[config.mk]
export PLATFORM = sky130hd
export DESIGN_NAME = lamp_array_double_buffered_cache
export DESIGN_NICKNAME = d
export VERILOG_FILES = /design/src/design/lad_pkg.sv /design/src/design/lad_ram.sv /design/src/design/lad_front.sv /design/src/design/lad_back.sv /design/src/design/lamp_array_double_buffered_cache.sv
export SDC_FILE = /design/constraint.sdc
export NUM_CORES = 2
export LEC_CHECK = 0
export BUFFER_PORTS_ARGS = -buffer_cell sky130_fd_sc_hd__buf_2
export CAP_MARGIN = 20
export CORE_UTILIZATION = 55
export CTS_CLUSTER_SIZE = 20
export DETAILED_ROUTE_END_ITERATION = 10
export PLACE_DENSITY = 0.73
export SYNTH_ARGS = -nofsm -noshare
export SYNTH_HDL_FRONTEND = slang
export SYNTH_HIERARCHICAL = 1
export SYNTH_MEMORY_MAX_BITS = 65536
export SYNTH_SLANG_ARGS = --single-unit
[constraint.sdc]
create_clock -name clk_i -period 5.4 [get_ports clk_i]
set_clock_uncertainty 0.05 [all_clocks]
set_input_delay 0.27 -clock clk_i [delete_from_list [all_inputs] [get_ports clk_i]]
set_output_delay 0.27 -clock clk_i [all_outputs]
set_load 0.05 [all_outputs]
[src/design/lad_pkg.sv]
// ----------------------------------------------------------------------------
// Lamp array cache package
// Shared beat types, operation codes, register indexes and helpers.
// ----------------------------------------------------------------------------
`timescale 1ns / 1ps
`default_nettype none

package lad_pkg;

  localparam int CFG_IDX_W  = 2;
  localparam int CFG_DATA_W = 8;

  localparam logic [CFG_IDX_W-1:0] CFG_RED   = 2'd0;
  localparam logic [CFG_IDX_W-1:0] CFG_GREEN = 2'd1;
  localparam logic [CFG_IDX_W-1:0] CFG_BLUE  = 2'd2;
  localparam logic [CFG_IDX_W-1:0] CFG_GAIN  = 2'd3;

  localparam logic [2:0] OP_WRITE    = 3'd0;
  localparam logic [2:0] OP_FILL     = 3'd1;
  localparam logic [2:0] OP_MODE     = 3'd2;
  localparam logic [2:0] OP_ATTR_REQ = 3'd3;
  localparam logic [2:0] OP_ATTR_RD  = 3'd4;
  localparam logic [2:0] OP_COL_RD   = 3'd5;

  // Default effect colour after reset, packed gain/blue/green/red.
  localparam logic [31:0] DEFAULT_COLOUR_RESET = {8'd0, 8'd128, 8'd128, 8'd128};

  typedef struct packed {
    logic [2:0]  op;
    logic [15:0] lamp_id;
    logic [15:0] range_end;
    logic        write_enable;
    logic [7:0]  red;
    logic [7:0]  green;
    logic [7:0]  blue;
    logic [7:0]  gain;
    logic        commit;
    logic        autonomous;
  } in_item_t;

  typedef struct packed {
    logic [15:0] attr_index;
    logic [7:0]  out_red;
    logic [7:0]  out_green;
    logic [7:0]  out_blue;
    logic [7:0]  out_gain;
  } out_item_t;

  typedef enum logic [2:0] {
    CMD_WRITE,
    CMD_FILL,
    CMD_MODE,
    CMD_ATTR_REQ,
    CMD_ATTR_RD,
    CMD_COL_RD,
    CMD_NOP
  } cmd_e;

  typedef struct packed {
    cmd_e        kind;
    logic [15:0] lamp_id;
    logic [15:0] range_end;
    logic [31:0] colour;
    logic        wen;
    logic        commit;
    logic        autonomous;
    logic        id_ok;
    logic        fill_ok;
  } cmd_t;

  function automatic logic [31:0] pack_colour(input in_item_t item);
    return {item.gain, item.blue, item.green, item.red};
  endfunction

endpackage

`default_nettype wire

[src/design/lad_ram.sv]
// ----------------------------------------------------------------------------
// Lamp array cache RAM
// Generic single write port, single read port memory with registered read.
// ----------------------------------------------------------------------------
`timescale 1ns / 1ps
`default_nettype none

module lad_ram #(
  parameter int WIDTH = 32,
  parameter int DEPTH = 64,
  localparam int AW = (DEPTH > 1) ? $clog2(DEPTH) : 1
) (
  input  wire logic             clk_i,
  input  wire logic             we_i,
  input  wire logic [AW-1:0]    waddr_i,
  input  wire logic [WIDTH-1:0] wdata_i,
  input  wire logic [AW-1:0]    raddr_i,
  output logic      [WIDTH-1:0] rdata_o
);

  logic [WIDTH-1:0] mem_q [DEPTH];
  logic [WIDTH-1:0] rdata_q;

  always_ff @(posedge clk_i) begin
    if (we_i) begin
      mem_q[waddr_i] <= wdata_i;
    end
    rdata_q <= mem_q[raddr_i];
  end

  assign rdata_o = rdata_q;

endmodule

`default_nettype wire

[src/design/lad_front.sv]
// ----------------------------------------------------------------------------
// Lamp array cache front end
// Accepts input beats, decodes and range-checks them, and queues commands.
// ----------------------------------------------------------------------------
`timescale 1ns / 1ps
`default_nettype none

module lad_front import lad_pkg::*; #(
  parameter int NUM_LAMPS = 64
) (
  input  wire logic     clk_i,
  input  wire logic     rst_ni,
  input  wire logic     push_i,
  input  wire in_item_t item_i,
  output logic          full_o,
  input  wire logic     hold_i,
  output logic          cmd_valid_o,
  output cmd_t          cmd_o,
  input  wire logic     cmd_ready_i
);

  localparam logic [15:0] LampLimit = 16'(NUM_LAMPS);

  cmd_t       fifo_q [2];
  logic       wr_ptr_q, wr_ptr_d;
  logic       rd_ptr_q, rd_ptr_d;
  logic [1:0] cnt_q, cnt_d;
  cmd_t       cmd_d;
  logic       accept;
  logic       take;

  always_comb begin
    cmd_d            = '0;
    cmd_d.lamp_id    = item_i.lamp_id;
    cmd_d.range_end  = item_i.range_end;
    cmd_d.colour     = pack_colour(item_i);
    cmd_d.wen        = item_i.write_enable;
    cmd_d.commit     = item_i.commit;
    cmd_d.autonomous = item_i.autonomous;
    cmd_d.id_ok      = item_i.lamp_id < LampLimit;
    cmd_d.fill_ok    = (item_i.lamp_id < LampLimit) && (item_i.range_end < LampLimit) &&
                       (item_i.lamp_id <= item_i.range_end);
    unique case (item_i.op)
      OP_WRITE:    cmd_d.kind = CMD_WRITE;
      OP_FILL:     cmd_d.kind = CMD_FILL;
      OP_MODE:     cmd_d.kind = CMD_MODE;
      OP_ATTR_REQ: cmd_d.kind = CMD_ATTR_REQ;
      OP_ATTR_RD:  cmd_d.kind = CMD_ATTR_RD;
      OP_COL_RD:   cmd_d.kind = CMD_COL_RD;
      default:     cmd_d.kind = CMD_NOP;
    endcase
  end

  assign full_o      = (cnt_q == 2'd2) || hold_i;
  assign accept      = push_i && !full_o;
  assign cmd_valid_o = (cnt_q != 2'd0);
  assign cmd_o       = fifo_q[rd_ptr_q];
  assign take        = cmd_valid_o && cmd_ready_i;

  always_comb begin
    wr_ptr_d = accept ? ~wr_ptr_q : wr_ptr_q;
    rd_ptr_d = take ? ~rd_ptr_q : rd_ptr_q;
    cnt_d    = cnt_q + 2'(accept) - 2'(take);
  end

  always_ff @(posedge clk_i or negedge rst_ni) begin
    if (!rst_ni) begin
      wr_ptr_q <= 1'b0;
      rd_ptr_q <= 1'b0;
      cnt_q    <= 2'd0;
    end else begin
      wr_ptr_q <= wr_ptr_d;
      rd_ptr_q <= rd_ptr_d;
      cnt_q    <= cnt_d;
    end
  end

  always_ff @(posedge clk_i) begin
    if (accept) begin
      fifo_q[wr_ptr_q] <= cmd_d;
    end
  end

endmodule

`default_nettype wire

[src/design/lad_back.sv]
// ----------------------------------------------------------------------------
// Lamp array cache back end
// Executes commands on the pending and shown colour buffers and queues results.
// ----------------------------------------------------------------------------
`timescale 1ns / 1ps
`default_nettype none

module lad_back import lad_pkg::*; #(
  parameter int NUM_LAMPS = 64
) (
  input  wire logic        clk_i,
  input  wire logic        rst_ni,
  input  wire logic        cmd_valid_i,
  input  wire cmd_t        cmd_i,
  output logic             cmd_ready_o,
  input  wire logic [31:0] dflt_colour_i,
  output logic             init_o,
  output logic             empty_o,
  input  wire logic        pop_i,
  output out_item_t        result_o
);

  localparam int IW = (NUM_LAMPS > 1) ? $clog2(NUM_LAMPS) : 1;
  localparam logic [IW-1:0] Last = IW'(NUM_LAMPS - 1);

  typedef enum logic [4:0] {
    ST_IDLE  = 5'b00001,
    ST_CLEAR = 5'b00010,
    ST_FILL  = 5'b00100,
    ST_COPY  = 5'b01000,
    ST_READ  = 5'b10000
  } state_e;

  state_e        state_q, state_d;
  logic [IW-1:0] cnt_q, cnt_d;
  logic [IW-1:0] end_q, end_d;
  logic [31:0]   col_q, col_d;
  logic          cmt_q, cmt_d;
  logic          mode_q, mode_d;
  logic [IW-1:0] ptr_q, ptr_d;
  logic          init_q, init_d;
  logic          cp_vld_q, cp_vld_d;
  logic [IW-1:0] cp_addr_q, cp_addr_d;
  logic          rd_ok_q, rd_ok_d;

  logic          pw_we, sw_we;
  logic [IW-1:0] pw_addr, sw_addr, pr_addr, sr_addr;
  logic [31:0]   pw_data, sw_data, pend_rdata, shown_rdata, rd_colour;
  logic [IW-1:0] idx;

  out_item_t     res_q [2];
  out_item_t     res_d;
  logic          res_push, res_pop;
  logic          res_wr_q, res_rd_q;
  logic [1:0]    res_cnt_q;

  lad_ram #(.WIDTH(32), .DEPTH(NUM_LAMPS)) u_pending (
    .clk_i   (clk_i),
    .we_i    (pw_we),
    .waddr_i (pw_addr),
    .wdata_i (pw_data),
    .raddr_i (pr_addr),
    .rdata_o (pend_rdata)
  );

  lad_ram #(.WIDTH(32), .DEPTH(NUM_LAMPS)) u_shown (
    .clk_i   (clk_i),
    .we_i    (sw_we),
    .waddr_i (sw_addr),
    .wdata_i (sw_data),
    .raddr_i (sr_addr),
    .rdata_o (shown_rdata)
  );

  assign idx       = cmd_i.lamp_id[IW-1:0];
  assign rd_colour = mode_q ? dflt_colour_i : shown_rdata;

  always_comb begin
    state_d     = state_q;
    cnt_d       = cnt_q;
    end_d       = end_q;
    col_d       = col_q;
    cmt_d       = cmt_q;
    mode_d      = mode_q;
    ptr_d       = ptr_q;
    init_d      = init_q;
    cp_vld_d    = 1'b0;
    cp_addr_d   = cp_addr_q;
    rd_ok_d     = rd_ok_q;
    pw_we       = 1'b0;
    pw_addr     = cnt_q;
    pw_data     = '0;
    sw_we       = cp_vld_q;
    sw_addr     = cp_addr_q;
    sw_data     = pend_rdata;
    pr_addr     = cnt_q;
    sr_addr     = idx;
    res_push    = 1'b0;
    res_d       = '0;
    cmd_ready_o = 1'b0;

    unique case (state_q)
      ST_CLEAR: begin
        pw_we   = 1'b1;
        sw_we   = 1'b1;
        sw_addr = cnt_q;
        sw_data = '0;
        if (cnt_q == Last) begin
          state_d = ST_IDLE;
          init_d  = 1'b0;
          cnt_d   = '0;
        end else begin
          cnt_d = cnt_q + IW'(1);
        end
      end
      ST_IDLE: begin
        if (cmd_valid_i && (res_cnt_q != 2'd2) && !cp_vld_q) begin
          cmd_ready_o = 1'b1;
          res_push    = (cmd_i.kind != CMD_COL_RD);
          unique case (cmd_i.kind)
            CMD_WRITE: begin
              pw_we   = cmd_i.wen && cmd_i.id_ok;
              pw_addr = idx;
              pw_data = cmd_i.colour;
              if (cmd_i.commit) begin
                state_d = ST_COPY;
                cnt_d   = '0;
              end
            end
            CMD_FILL: begin
              if (cmd_i.fill_ok) begin
                cnt_d   = idx;
                end_d   = cmd_i.range_end[IW-1:0];
                col_d   = cmd_i.colour;
                cmt_d   = cmd_i.commit;
                state_d = ST_FILL;
              end
            end
            CMD_MODE: begin
              mode_d = cmd_i.autonomous;
              if (cmd_i.autonomous) begin
                state_d = ST_CLEAR;
                cnt_d   = '0;
              end
            end
            CMD_ATTR_REQ: ptr_d = cmd_i.id_ok ? idx : '0;
            CMD_ATTR_RD: begin
              res_d.attr_index = 16'(ptr_q);
              ptr_d = (ptr_q == Last) ? '0 : ptr_q + IW'(1);
            end
            CMD_COL_RD: begin
              rd_ok_d = cmd_i.id_ok;
              state_d = ST_READ;
            end
            default: ;
          endcase
        end
      end
      ST_FILL: begin
        pw_we   = 1'b1;
        pw_data = col_q;
        if (cnt_q == end_q) begin
          cnt_d   = '0;
          state_d = cmt_q ? ST_COPY : ST_IDLE;
        end else begin
          cnt_d = cnt_q + IW'(1);
        end
      end
      ST_COPY: begin
        cp_vld_d  = 1'b1;
        cp_addr_d = cnt_q;
        if (cnt_q == Last) begin
          cnt_d   = '0;
          state_d = ST_IDLE;
        end else begin
          cnt_d = cnt_q + IW'(1);
        end
      end
      ST_READ: begin
        res_push = 1'b1;
        if (rd_ok_q) begin
          res_d.out_red   = rd_colour[7:0];
          res_d.out_green = rd_colour[15:8];
          res_d.out_blue  = rd_colour[23:16];
          res_d.out_gain  = rd_colour[31:24];
        end
        state_d = ST_IDLE;
      end
      default: state_d = ST_IDLE;
    endcase
  end

  assign init_o   = init_q;
  assign empty_o  = (res_cnt_q == 2'd0);
  assign res_pop  = pop_i && !empty_o;
  assign result_o = res_q[res_rd_q];

  always_ff @(posedge clk_i or negedge rst_ni) begin
    if (!rst_ni) begin
      state_q   <= ST_CLEAR;
      cnt_q     <= '0;
      mode_q    <= 1'b0;
      ptr_q     <= '0;
      init_q    <= 1'b1;
      cp_vld_q  <= 1'b0;
      res_wr_q  <= 1'b0;
      res_rd_q  <= 1'b0;
      res_cnt_q <= 2'd0;
    end else begin
      state_q   <= state_d;
      cnt_q     <= cnt_d;
      mode_q    <= mode_d;
      ptr_q     <= ptr_d;
      init_q    <= init_d;
      cp_vld_q  <= cp_vld_d;
      res_wr_q  <= res_push ? ~res_wr_q : res_wr_q;
      res_rd_q  <= res_pop ? ~res_rd_q : res_rd_q;
      res_cnt_q <= res_cnt_q + 2'(res_push) - 2'(res_pop);
    end
  end

  always_ff @(posedge clk_i) begin
    end_q     <= end_d;
    col_q     <= col_d;
    cmt_q     <= cmt_d;
    cp_addr_q <= cp_addr_d;
    rd_ok_q   <= rd_ok_d;
    if (res_push) begin
      res_q[res_wr_q] <= res_d;
    end
  end

  assert property (@(posedge clk_i) disable iff (!rst_ni)
    res_push |-> (res_cnt_q != 2'd2 || res_pop))
    else $error("result queue overflow");

  assert property (@(posedge clk_i) disable iff (!rst_ni)
    cp_vld_q |-> (state_q == ST_IDLE || state_q == ST_COPY))
    else $error("copy write overlaps another buffer sweep");

  assert property (@(posedge clk_i) disable iff (!rst_ni)
    (state_q == ST_READ) |=> (state_q == ST_IDLE))
    else $error("colour read did not return to idle");

  assert property (@(posedge clk_i) disable iff (!rst_ni)
    ptr_q <= Last)
    else $error("attribute pointer out of range");

  assert property (@(posedge clk_i) disable iff (!rst_ni)
    init_q |-> (state_q == ST_CLEAR && !cmd_ready_o))
    else $error("command taken during reset clearing");

endmodule

`default_nettype wire

[src/design/lamp_array_double_buffered_cache.sv]
// ----------------------------------------------------------------------------
// Lamp array double buffered colour cache
// A lamp write, range fill, mode change or attribute beat queues its result as it
// is accepted; a colour read queues its result from the ST_READ state.
// The back end takes one beat a cycle while idle, with room for a result and no copy
// write pending. A colour read holds it in ST_READ, a range fill in ST_FILL over the
// range, a commit in ST_COPY over all lamps, and autonomous mode entry in ST_CLEAR.
// ST_CLEAR clears both buffers; after reset it does so with full held high.
// ----------------------------------------------------------------------------
`timescale 1ns / 1ps
`default_nettype none

module lamp_array_double_buffered_cache import lad_pkg::*; #(
  parameter int NUM_LAMPS = 64
) (
  input  wire logic                  clk_i,
  input  wire logic                  rst_ni,
  input  wire logic                  push_i,
  input  wire in_item_t              item_i,
  output logic                       full_o,
  output logic                       empty_o,
  input  wire logic                  pop_i,
  output out_item_t                  result_o,
  input  wire logic                  cfg_we_i,
  input  wire logic [CFG_IDX_W-1:0]  cfg_idx_i,
  input  wire logic [CFG_DATA_W-1:0] cfg_wdata_i
);

  logic [31:0] dflt_q, dflt_d;
  logic        cmd_valid;
  logic        cmd_ready;
  cmd_t        cmd;
  logic        init;

  always_comb begin
    dflt_d = dflt_q;
    if (cfg_we_i) begin
      unique case (cfg_idx_i)
        CFG_RED:   dflt_d[7:0]   = cfg_wdata_i;
        CFG_GREEN: dflt_d[15:8]  = cfg_wdata_i;
        CFG_BLUE:  dflt_d[23:16] = cfg_wdata_i;
        CFG_GAIN:  dflt_d[31:24] = cfg_wdata_i;
        default: ;
      endcase
    end
  end

  always_ff @(posedge clk_i or negedge rst_ni) begin
    if (!rst_ni) begin
      dflt_q <= DEFAULT_COLOUR_RESET;
    end else begin
      dflt_q <= dflt_d;
    end
  end

  lad_front #(.NUM_LAMPS(NUM_LAMPS)) u_front (
    .clk_i       (clk_i),
    .rst_ni      (rst_ni),
    .push_i      (push_i),
    .item_i      (item_i),
    .full_o      (full_o),
    .hold_i      (init),
    .cmd_valid_o (cmd_valid),
    .cmd_o       (cmd),
    .cmd_ready_i (cmd_ready)
  );

  lad_back #(.NUM_LAMPS(NUM_LAMPS)) u_back (
    .clk_i         (clk_i),
    .rst_ni        (rst_ni),
    .cmd_valid_i   (cmd_valid),
    .cmd_i         (cmd),
    .cmd_ready_o   (cmd_ready),
    .dflt_colour_i (dflt_q),
    .init_o        (init),
    .empty_o       (empty_o),
    .pop_i         (pop_i),
    .result_o      (result_o)
  );

endmodule

`default_nettype wire
**After elaboration in Yosys (flattened, before gate mapping)**

Memories as Yosys holds them, arrays and structs flattened. A register that Yosys moved wholly into a read port is not among the register bits.
Index checks and enable logic that the tools add are counted.

- Add/sub/neg operators: 6
- $mul: 0
- Div/mod/pow operators: 0
- Magnitude comparators: 3
- Equality and inequality tests: 32
- Shifts and indexed selects: 0
- Muxes and demuxes: 52
- Bitwise operators: 4
- Reductions and logical operators: 32

Operators by type and width:

| cell | number |
|---|---|
| two-way mux 32 bit | 6 |
| two-way mux 6 bit | 13 |
| one-hot mux 32 bit (2 select lines) | 1 |
| one-hot mux 6 bit (3 select lines) | 2 |
| less-than comparator 16 x 7 -> 1 bit, second input constant | 2 |
| two-way mux 16 bit | 2 |
| two-way mux 5 bit | 6 |
| one-hot mux 5 bit (4 select lines) | 1 |
| one-hot mux 3 bit (6 select lines) | 1 |
| <= comparator 16 bit | 1 |
| two-way mux 1 bit | 15 |
| one-hot mux 5 bit (3 select lines) | 1 |
| adder 6 x 1 -> 6 bit, second input constant | 2 |
| == test 3 x 2 -> 1 bit, second input constant | 4 |
| == test 3 bit, second input constant | 4 |
| == test 6 bit, second input constant | 2 |
| one-hot mux 6 bit (2 select lines) | 1 |
| AND reduction 2 bit | 5 |
| AND reduction 3 bit | 3 |
| logical AND 1 bit | 8 |
| AND reduction 7 bit | 1 |
| == test 2 bit, second input constant | 3 |
| == test 3 x 1 -> 1 bit, second input constant | 2 |
| == test 6 bit | 1 |
| other kinds (26) | 42 |

- Register bits: 106
- Bits in latches: 0
- RAM bits: 4,336
- Memory bits (read-only): 0
- Input bits: 85
- Output and inout bits: 50
- Word-level logic and storage cells: 154
- Memories kept: 4

Memories:

| name | depth | bits a word | read ports | clocked after Yosys merged registers in | write ports | line | source |
|---|---|---|---|---|---|---|---|
| u_back.u_pending.mem_q | 64 | 32 | 1 | 1 | 1 | lad_ram.sv:21 | `logic [WIDTH-1:0] mem_q [DEPTH];` |
| u_back.u_shown.mem_q | 64 | 32 | 1 | 1 | 1 | lad_ram.sv:21 |  |
| u_front.fifo_q | 2 | 72 | 1 | 0 | 1 | lad_front.sv:24 | `cmd_t fifo_q [2];` |
| u_back.res_q | 2 | 48 | 1 | 0 | 1 | lad_back.sv:51 | `out_item_t res_q [2];` |

**Longest topological paths before layout**

- Word-level depth: 7
- Mapped depth: 13
- Mapped depth without buffers: 10

**Hierarchy**

Netlist, hierarchy kept.

Modules (own cells, without submodules):

| module | times used | cells an instance | area each (sq um) | sequential area each (sq um) |
|---|---|---|---|---|
| lad_ram | 2 | 3,324 | 78,515.3 | 62,139.6 |
| lad_back | 1 | 534 | 7,059.3 | 4,266.6 |
| lad_front | 1 | 309 | 5,853.1 | 4,424.2 |
| lamp_array_double_buffered_cache | 1 | 68 | 1,216.2 | 804.5 |

**Worst setup path after synthesis**

No wires, ideal clock.

- Path kind: reg2reg
- From: register u_front.rd_ptr_q
- To: memory u_back.u_pending.mem_q[49][0] (enable)
- Setup time: 0.461 ns
- Arrival: 4.902 ns
- Data required time: 4.889 ns
- Slack: -0.013 ns
- Stages on the path, launching flop included: 11
- Path buffers: 4
- Period minus slack after synthesis: 5.413 ns
- Path through: dfrtp_1 > clkbuf_1 > clkbuf_1 > mux2_2 > buf_6 > nor4_4 > mux2_2 > clkbuf_1 > nor2b_1 > nand4_1 > nor3_1

RTL lines:

| what | line | source |
|---|---|---|
| start: declaration | lad_front.sv:26 | `logic rd_ptr_q, rd_ptr_d;` |
| start signal: assignment | lad_front.sv:73 | `rd_ptr_q <= rd_ptr_d;` |
| end: declaration | lad_ram.sv:21 |  |

==> results.tsv <==
metric	value	unit
cts_root_buf	clkbuf_16	
pwr-share-seq	0.426	
cpPeakStageDelay	920	ps
insertion_delay	970	ps
combPwrFrac	0.286	
dp.cells	11665	
fin_cells	12572	
via_count	82925	
p_leak	60.7	nW
synthToLayoutAreaGrowth	13.5	%
drive_gt1_frac	0.300	
clock_sinks	4446	
row_count	203	
required	5930	ps
syn_area	0.170	mm^2
end_kind	flip-flop	
peakVddDrop	0.441	mV
r2r-start	u_front/rd_ptr_q$_DFFE_PN0P_	
startpoint_type	flip-flop	
design.die.area	0.311	mm^2
fin_crit_sh	0.891	
drc	0	
io_pins	135	
hold_viol_final	0	
yosysWarnings	6	
htree_levels	5	
io_buffers	124	
initial_utilization	0.554	
criticalPathCategory	reg -> reg	
drt_first_pass_iters	6	
synthCells	7499	
post_cts_buffers	0	
wl	429	mm
finalSetupTns	0	ps
n_fill_cell	19688	
drv_cap	0	
setup_viol	0	
fin_nets	8220	
internal_power	0.0690	W
grt_max_degree	115	
cts_tree	done	
ant_nets	0	
swShare	0.316	
cts_resized	0	
period_needed	4810	ps
slew_violations	0	
rsz0062_at_grt	false	
min_from	item_i[56]	
clk_path_buf_depth	4	
clkPwrFrac	0.288	
cts_hold_buffers	109	
critPathLaunch	u_front/rd_ptr_q$_DFFE_PN0P_	
hold_class	in -> reg	
routedWlPerCell	34.1	um
layout_commonest_cell	edfxtp_1	
critPathArrivalTime	5340	ps
fmax	208	MHz
antenna_found_initial	20	
gr-usage-all-layers	0.277	
status	finished, final reports clean	
path_clk_slew	60	ps
p_total	0.101	W
power.switching	0.0318	W
crit_top_cell	mux2_2	
grt_pass1_vias	84487	
slowest_stage	nor4_4	
fp.dieW	558	um
gr-total-overflow	0	
crit_fanout	32	
vias_per_cell	6.60	
tightest_slew	1200	ps
gp_congestion	0.870	
numCtsBuffers	421	
path_cells	mux2_2 -> nor4_4 -> mux2_2 -> nor2b_1 -> nand3_1 -> nor2_4 -> buf_4	
first_iter_violations	11108	
syn_area_per_cell	22.6	um^2
die_h	558	um
power_density	523	mW/mm^2
core	0.306	mm^2
slew_headroom	0.203	
grt_pass1_wl	609	mm
dpl.hpwl	245	mm
layout_common_cells	edfxtp_1, mux4_2, clkbuf_16	
## layout make-up
class                   count  area (um^2)  area share
multi-input cells        2618        36200       0.188
well taps                4100         5130      0.0266
inverters                  30          113    0.000584
repair buffers            596         5080      0.0264
flip-flops and latches   4446       133000       0.688
clock inverters           233         2320      0.0120
clock buffers             544        11200      0.0582
diodes                      5         12.5   0.0000649
## per-layer routing
metal | wire length, um | GRT usage | vias up | share of wire
li1 | - | - | 32915 | -
met3 | 43900 | 0.0493 | 949 | 0.10
met2 | 211000 | 0.452 | 5306 | 0.49
met1 | 151000 | 0.366 | 43741 | 0.35
met4 | 23100 | 0.131 | 14 | 0.054
met5 | 87 | 0 | - | 0.00020
## metrics by stage
step                      area [um^2]   util  hold slack [ps]  worst slack (ps)
after floorplan                170000      -            -75.6               209
after global placement         178000  0.580              407               617
after detailed placement       178000  0.580              413               435
after CTS                      192000  0.628            0.999               394
after global routing           193000  0.629             49.7               473
final                          193000  0.629             53.0               590
## worst max-delay path: cells and delay by family (launching register included)
kind	cells	cell delay, ps
flip-flops	1	550
AND/OR/NAND/NOR	4	2200
multiplexers	2	1060
buffers and inverters	1	530
## path summary, 6_finish.rpt
path                                                            endpoint  slack, ps  depth (start not counted)
worst max register to register  u_back/u_pending/mem_q[35][23]$_DFFE_PP_        590                          7
worst min register to register               u_back/res_rd_q$_DFFE_PN0P_        420                          1
worst max-delay path            u_back/u_pending/mem_q[35][23]$_DFFE_PP_        590                          7
worst min-delay path                     u_front/fifo_q[1][58]$_DFFE_PP_         50                          2
min in group asynchronous                    u_back/res_rd_q$_DFFE_PN0P_        530                          4
max in group asynchronous                    u_back/cnt_q[0]$_DFFE_PN0P_       4140                          4
## registers in the layout (all words and copies together), names as in the netlist, 2 cells and up
register,count
u_back/col_q,32
u_back/end_q,6
u_back/u_shown/rdata_o,32
u_back/res_cnt_q,2
u_back/u_shown/mem_q,2048
u_back/cp_addr_q,6
u_back/u_pending/mem_q,2048
u_back/cnt_q,6
u_back/u_pending/rdata_o,32
u_back/ptr_q,6
dflt_q,32
u_front/cnt_q,2
u_front/fifo_q,104
u_back/res_q,76
u_back/state_q,5
## power groups by stage
stage          Combinational, W  Clock [W]  Sequential (W)
2_1_floorplan            0.0181          0          0.0431
3_3_place_gp             0.0277          0          0.0436
3_5_place_dp             0.0283          0          0.0437
4_1_cts                  0.0285     0.0293          0.0429
5_1_grt                  0.0299     0.0306          0.0430
6_report                 0.0289     0.0290          0.0429
(Power assumes the default switching activity.)
